### src/sv/pfla_pkg.sv
`timescale 1ns / 1ps
// Shared types and constants for the page free-list allocator.
// No dependencies; every other file of the block refers to this package.
package pfla_pkg;

    localparam int NUM_PAGES_DEF  = 4096;
    localparam int PAGE_BYTES_DEF = 4096;

    localparam int ADDR_W    = 32;
    localparam int TOP_W     = 25;
    localparam int COUNT_W   = 13;
    localparam int CFG_IDX_W = 1;
    localparam int CFG_W     = 32;

    localparam logic [CFG_IDX_W-1:0] REG_KERNEL_BASE = 1'd0;
    localparam logic [CFG_IDX_W-1:0] REG_PHYS_TOP    = 1'd1;
    localparam logic [TOP_W-1:0]     PHYS_TOP_RESET  = 25'd16777216;

    typedef enum logic [1:0] {
        ACT_FREE  = 2'd0,
        ACT_ALLOC = 2'd1,
        ACT_RANGE = 2'd2
    } action_t;

    typedef enum logic [1:0] {
        ST_OK    = 2'd0,
        ST_EMPTY = 2'd1,
        ST_BAD   = 2'd2
    } status_t;

    typedef struct packed {
        logic [1:0]        action;
        logic [ADDR_W-1:0] page_addr;
        logic [ADDR_W-1:0] range_end;
    } in_item_t;

    typedef struct packed {
        logic [ADDR_W-1:0]  result_addr;
        logic [1:0]         status;
        logic [COUNT_W-1:0] pages_added;
    } out_item_t;

    // Commands from the controller to the datapath.
    typedef struct packed {
        logic load_item;
        logic rd_en;
        logic push;
        logic pop;
        logic set_bad;
        logic load_out;
    } cmd_t;

    // Status from the datapath to the controller.
    typedef struct packed {
        logic page_ok;
        logic range_more;
    } dp_stat_t;

endpackage

### src/sv/pfla_ctrl.sv
`timescale 1ns / 1ps
// Controller of the page free-list allocator: sequencing and channel handshakes.
// Depends on pfla_pkg.
module pfla_ctrl (
    input  logic               clk,
    input  logic               rst_n,
    input  logic               in_valid,
    output logic               in_stall,
    input  logic [1:0]         in_action,
    output logic               out_valid,
    input  logic               out_stall,
    input  pfla_pkg::dp_stat_t stat,
    output pfla_pkg::cmd_t     cmd
);

    typedef enum logic [2:0] {
        S_IDLE,
        S_FREE,
        S_ALLOC,
        S_RANGE,
        S_DONE
    } state_t;

    state_t state_reg;
    state_t state_next;
    logic   out_valid_reg;
    logic   out_valid_next;
    logic   out_free;
    logic   accept;

    always_comb
    begin
        out_free   = !out_valid_reg || !out_stall;
        in_stall   = !(state_reg == S_IDLE || (state_reg == S_DONE && out_free));
        accept     = in_valid && !in_stall;
        cmd        = '0;
        state_next = state_reg;

        unique case (state_reg)
            S_IDLE:
            begin
                state_next = S_IDLE;
            end
            S_FREE:
            begin
                if (stat.page_ok)
                begin
                    cmd.push = 1'b1;
                end
                else
                begin
                    cmd.set_bad = 1'b1;
                end
                state_next = S_DONE;
            end
            S_ALLOC:
            begin
                cmd.pop    = 1'b1;
                state_next = S_DONE;
            end
            S_RANGE:
            begin
                if (!stat.range_more)
                begin
                    state_next = S_DONE;
                end
                else if (!stat.page_ok)
                begin
                    cmd.set_bad = 1'b1;
                    state_next  = S_DONE;
                end
                else
                begin
                    cmd.push = 1'b1;
                end
            end
            S_DONE:
            begin
                if (out_free)
                begin
                    cmd.load_out = 1'b1;
                    state_next   = S_IDLE;
                end
            end
            default:
            begin
                state_next = S_IDLE;
            end
        endcase

        if (accept)
        begin
            cmd.load_item = 1'b1;
            unique case (pfla_pkg::action_t'(in_action))
                pfla_pkg::ACT_FREE:
                begin
                    state_next = S_FREE;
                end
                pfla_pkg::ACT_ALLOC:
                begin
                    cmd.rd_en  = 1'b1;
                    state_next = S_ALLOC;
                end
                pfla_pkg::ACT_RANGE:
                begin
                    state_next = S_RANGE;
                end
                default:
                begin
                    state_next = S_DONE;
                end
            endcase
        end

        out_valid_next = cmd.load_out || (out_valid_reg && out_stall);
    end

    always_ff @(posedge clk or negedge rst_n)
    begin
        if (!rst_n)
        begin
            state_reg     <= S_IDLE;
            out_valid_reg <= 1'b0;
        end
        else
        begin
            state_reg     <= state_next;
            out_valid_reg <= out_valid_next;
        end
    end

    assign out_valid = out_valid_reg;

`ifndef ASSERT_OFF
    a_result_from_done: assert property (@(posedge clk) disable iff (!rst_n)
        $rose(out_valid_reg) |-> $past(state_reg == S_DONE))
        else $error("result appeared without a finished item");

    a_single_step_ops: assert property (@(posedge clk) disable iff (!rst_n)
        (state_reg == S_FREE || state_reg == S_ALLOC) |=> state_reg == S_DONE)
        else $error("single free or allocate took more than one work cycle");
`endif

endmodule

### config.mk
export PLATFORM = sky130hd
export DESIGN_NAME = pfla_ctrl
export DESIGN_NICKNAME = d
export VERILOG_FILES = /design/src/sv/pfla_pkg.sv /design/src/sv/pfla_ctrl.sv
export SDC_FILE = /design/constraint.sdc
export NUM_CORES = 1
export LEC_CHECK = 0
export BUFFER_PORTS_ARGS = -buffer_cell sky130_fd_sc_hd__buf_2
export CORE_AREA = 2 2 39 41
export DETAILED_ROUTE_END_ITERATION = 8
export DIE_AREA = 0 0 41 43
export PLACE_DENSITY = 0.5
export SLEW_MARGIN = 5
export SYNTH_ARGS = -nofsm -noshare
export SYNTH_HDL_FRONTEND = slang
export SYNTH_SLANG_ARGS = --single-unit
### constraint.sdc
create_clock -name clk -period 1.47 [get_ports clk]
set_input_delay 0.147 -clock clk [delete_from_list [all_inputs] [get_ports clk]]
set_output_delay 0.147 -clock clk [all_outputs]
set_load 0.01 [all_outputs]
==> results.json <==
{
  "grt_usage_pct": 8.963,
  "largest_reg_flops": 3,
  "clock_skew_ns": 0.001146,
  "post_synth.cell_area_avg_sq_um": 8.758,
  "clockBufferDepth": 2,
  "clkLatencyLatePin_ns": 0.23,
  "fin_crit_ns": 1.388,
  "end_kind": "output pin",
  "final_cell_mix": "15 x buf_2, 5 x nand2_1, 4 x nor2_1, 4 x ha_1, 3 x clkbuf_4",
  "hold_depth": 3,
  "hold_violations": 0,
  "hold_ws_ns": 0.1763,
  "layout_commonest_cell": "buf_2",
  "critPathMaxFanout": 6,
  "nNetsFinal": 70,
  "cts_sinks": 4,
  "p_switching_uw": 157.0,
  "reg2reg_slack_ns": 0.34,
  "finalSetupViolations": 0,
  "drive_above_1_share_pct": 44.64,
  "ff2ff_path_depth": 4,
  "yosys_register_bits": 4,
  "max_stage_delay_ns": 0.44,
  "grt_pass1_wl_mm": 1.000,
  "start_kind": "flop",
  "syn_inst": 37,
  "clk_pin_slew_ns": 0.04,
  "fmax_ghz": 0.7206,
  "synth.net_count": 49,
  "reg2reg_from": "state_reg[1]$_DFFE_PN0P_",
  "p_per_area_nw_per_um2": 1033,
  "cts-root-buf": "clkbuf_4",
  "fin_crit_sh_pct": 94.41,
  "io_buffers": 15,
  "tightest_slew_ns": 0.3266,
  "max-cap-violations": 0,
  "drtIter0Drc": 10,
  "cp_data_arrival_time_ns": 1.24,
  "synth_seq_area_share_pct": 30.89,
  "h-tree-depth": 1,
  "seqPwrFrac_pct": 34.1,
  "power_uw": 478.2,
  "place_congestion": 0.7062,
  "cts-buffers-inserted": 3,
  "ys_warn_count": 0,
  "cts_tree": "yes",
  "chipWidth_um": 41,
  "crit_path_cell_trace": "nor2_4, and3_4, and2_1, buf_2",
  "p_clk_share_pct": 27.2,
  "fp.coreArea_sq_um": 1384,
  "route.detailed.drc": 0,
  "ant_nets": 0,
  "crit_required_ns": 1.32,
  "ios": 16,
  "tns_ns": 0,
  "syn-cell-area_sq_um": 324.1,
  "grt-ovfl-total": 0,
  "p_leak_uw": 0.0002526,
  "swShare_pct": 32.82,
  "die_y_um": 43,
  "ys_types": 20,
  "rsz0062_at_grt": "no",
  "path_class": "reg2out",
  "worst_r2r_endpoint": "state_reg[2]$_DFFE_PN0P_",
  "avgViaCountPerCell": 4.458,
  "holdPathEnd": "out_valid$_DFF_PN0_",
  "grt_pass1_vias": 247,
  "hold_start": "out_stall",
  "dr.pass1.iters": 3,
  "slowest_stage": "dfrtp_2",
  "slew_headroom_pct": 77.92,
  "finalWirelength_um": 675,
  "die-area_sq_um": 1763,
  "pwr-share-comb_pct": 38.8,
  "outcome": "finished clean",
  "area_growth_pct": 42.86,
  "n_antenna_cell": 0,
  "grt_start_max_net_pins": 7,
  "intPower_uw": 321.3,
  "peakVddDrop_uv": 406.9,
  "rows": 14,
  "finalMaxSlewViolations": 0,
  "antenna_found_initial": 0,
  "wire_per_inst_um": 9.375,
  "start_util_pct": 23.42,
  "hp-class": "in2reg",
  "vias": 321
}
worst max-delay path: cells and delay by family, from the launching register on:
| family | cells | cell delay (ns) |
|---|---|---|
| buf+inv | 1 | 0.12 |
| simple gates | 3 | 0.45 |
| flops | 1 | 0.44 |
through the flow:
stage / instances / setup slack, ns / util (%) / instance area, sq um
finish: 72 / 0.08223 / 33.45 / 462.9
global route: 72 / 0.0009567 / 33.45 / 462.9
CTS: 72 / 0.02673 / 32.73 / 452.9
detailed placement: 68 / 0.2504 / 30.02 / 415.4
global placement: 68 / 0.2220 / 30.02 / 415.4
floorplan: 37 / 0.2211 / - / 324.1
worst max-delay path by stage:
stage | slack [ns] | endpoint | from
3_3_place_gp | 0.22 | cmd[4] | state_reg[1]$_DFFE_PN0P_
3_5_place_dp | 0.25 | cmd[4] | state_reg[1]$_DFFE_PN0P_
6_report | 0.08 | cmd[4] | state_reg[1]$_DFFE_PN0P_
4_1_cts | 0.03 | cmd[4] | state_reg[1]$_DFFE_PN0P_
2_1_floorplan | 0.22 | state_reg[2]$_DFFE_PN0P_ | out_valid$_DFF_PN0_
5_1_grt | 0.001 | cmd[0] | state_reg[1]$_DFFE_PN0P_
kinds of logic after synthesis:
group                    after synthesis  synth area share [%]
AO/OA/AOI/OAI                          4                 10.42
adder cells (fa/ha/maj)                4                 15.44
buffers and inverters                  4                 8.110
flip-flops                             4                 30.89
AND/OR/NAND/NOR                       21                 35.14
Yosys cell counts, drive strengths merged:
cell type | n | area [sq um]
nand2 | 5 | 18.77
nor2 | 5 | 18.77
dfrtp | 4 | 100.1
ha | 4 | 50.05
and3 | 2 | 12.51
buf | 2 | 18.77
inv | 2 | 7.510
nand2b | 2 | 12.51
nand3 | 2 | 15.01
a21oi | 1 | 5.000
a221o | 1 | 10.01
a2bb2o | 1 | 10.01
and2 | 1 | 6.260
and2b | 1 | 7.510
nand4 | 1 | 6.260
nor3b | 1 | 7.510
nor4b | 1 | 8.760
o2bb2ai | 1 | 8.760
final cells by class:
type                       instances  area (sq um)
timing repair buffer              18         100.1
clock buffer                       3         22.52
sequential                         4         102.6
multi-input combinational         29         210.2
fill                             150         920.9
tap                               16         20.02
inverter                           2         7.507
power groups by stage:
stage	sequential [uW]	clock (uW)	combinational [uW]
after floorplan	167	0	99.9
after global placement	160	0	180
after detailed placement	161	0	177
after CTS	160	136	184
after global routing	167	148	205
final	163	130	185
repair_timing:
action	4_1_cts	5_1_grt
hold buffers	1	0
endpoints found under the hold margin	4	0
pin swaps	0	0
buffers inserted	0	0
resized for setup	1	4
endpoints found under the setup margin	1	2
per-layer routing:
layer  share of wire, %  wire length [um]  GRT usage, %
met4                3.0                20         10.00
met5                  0                 0             0
met2                 41               276         10.00
met1                 49               331         11.69
met3                7.0                47         3.141
(Power assumes the default switching activity.)
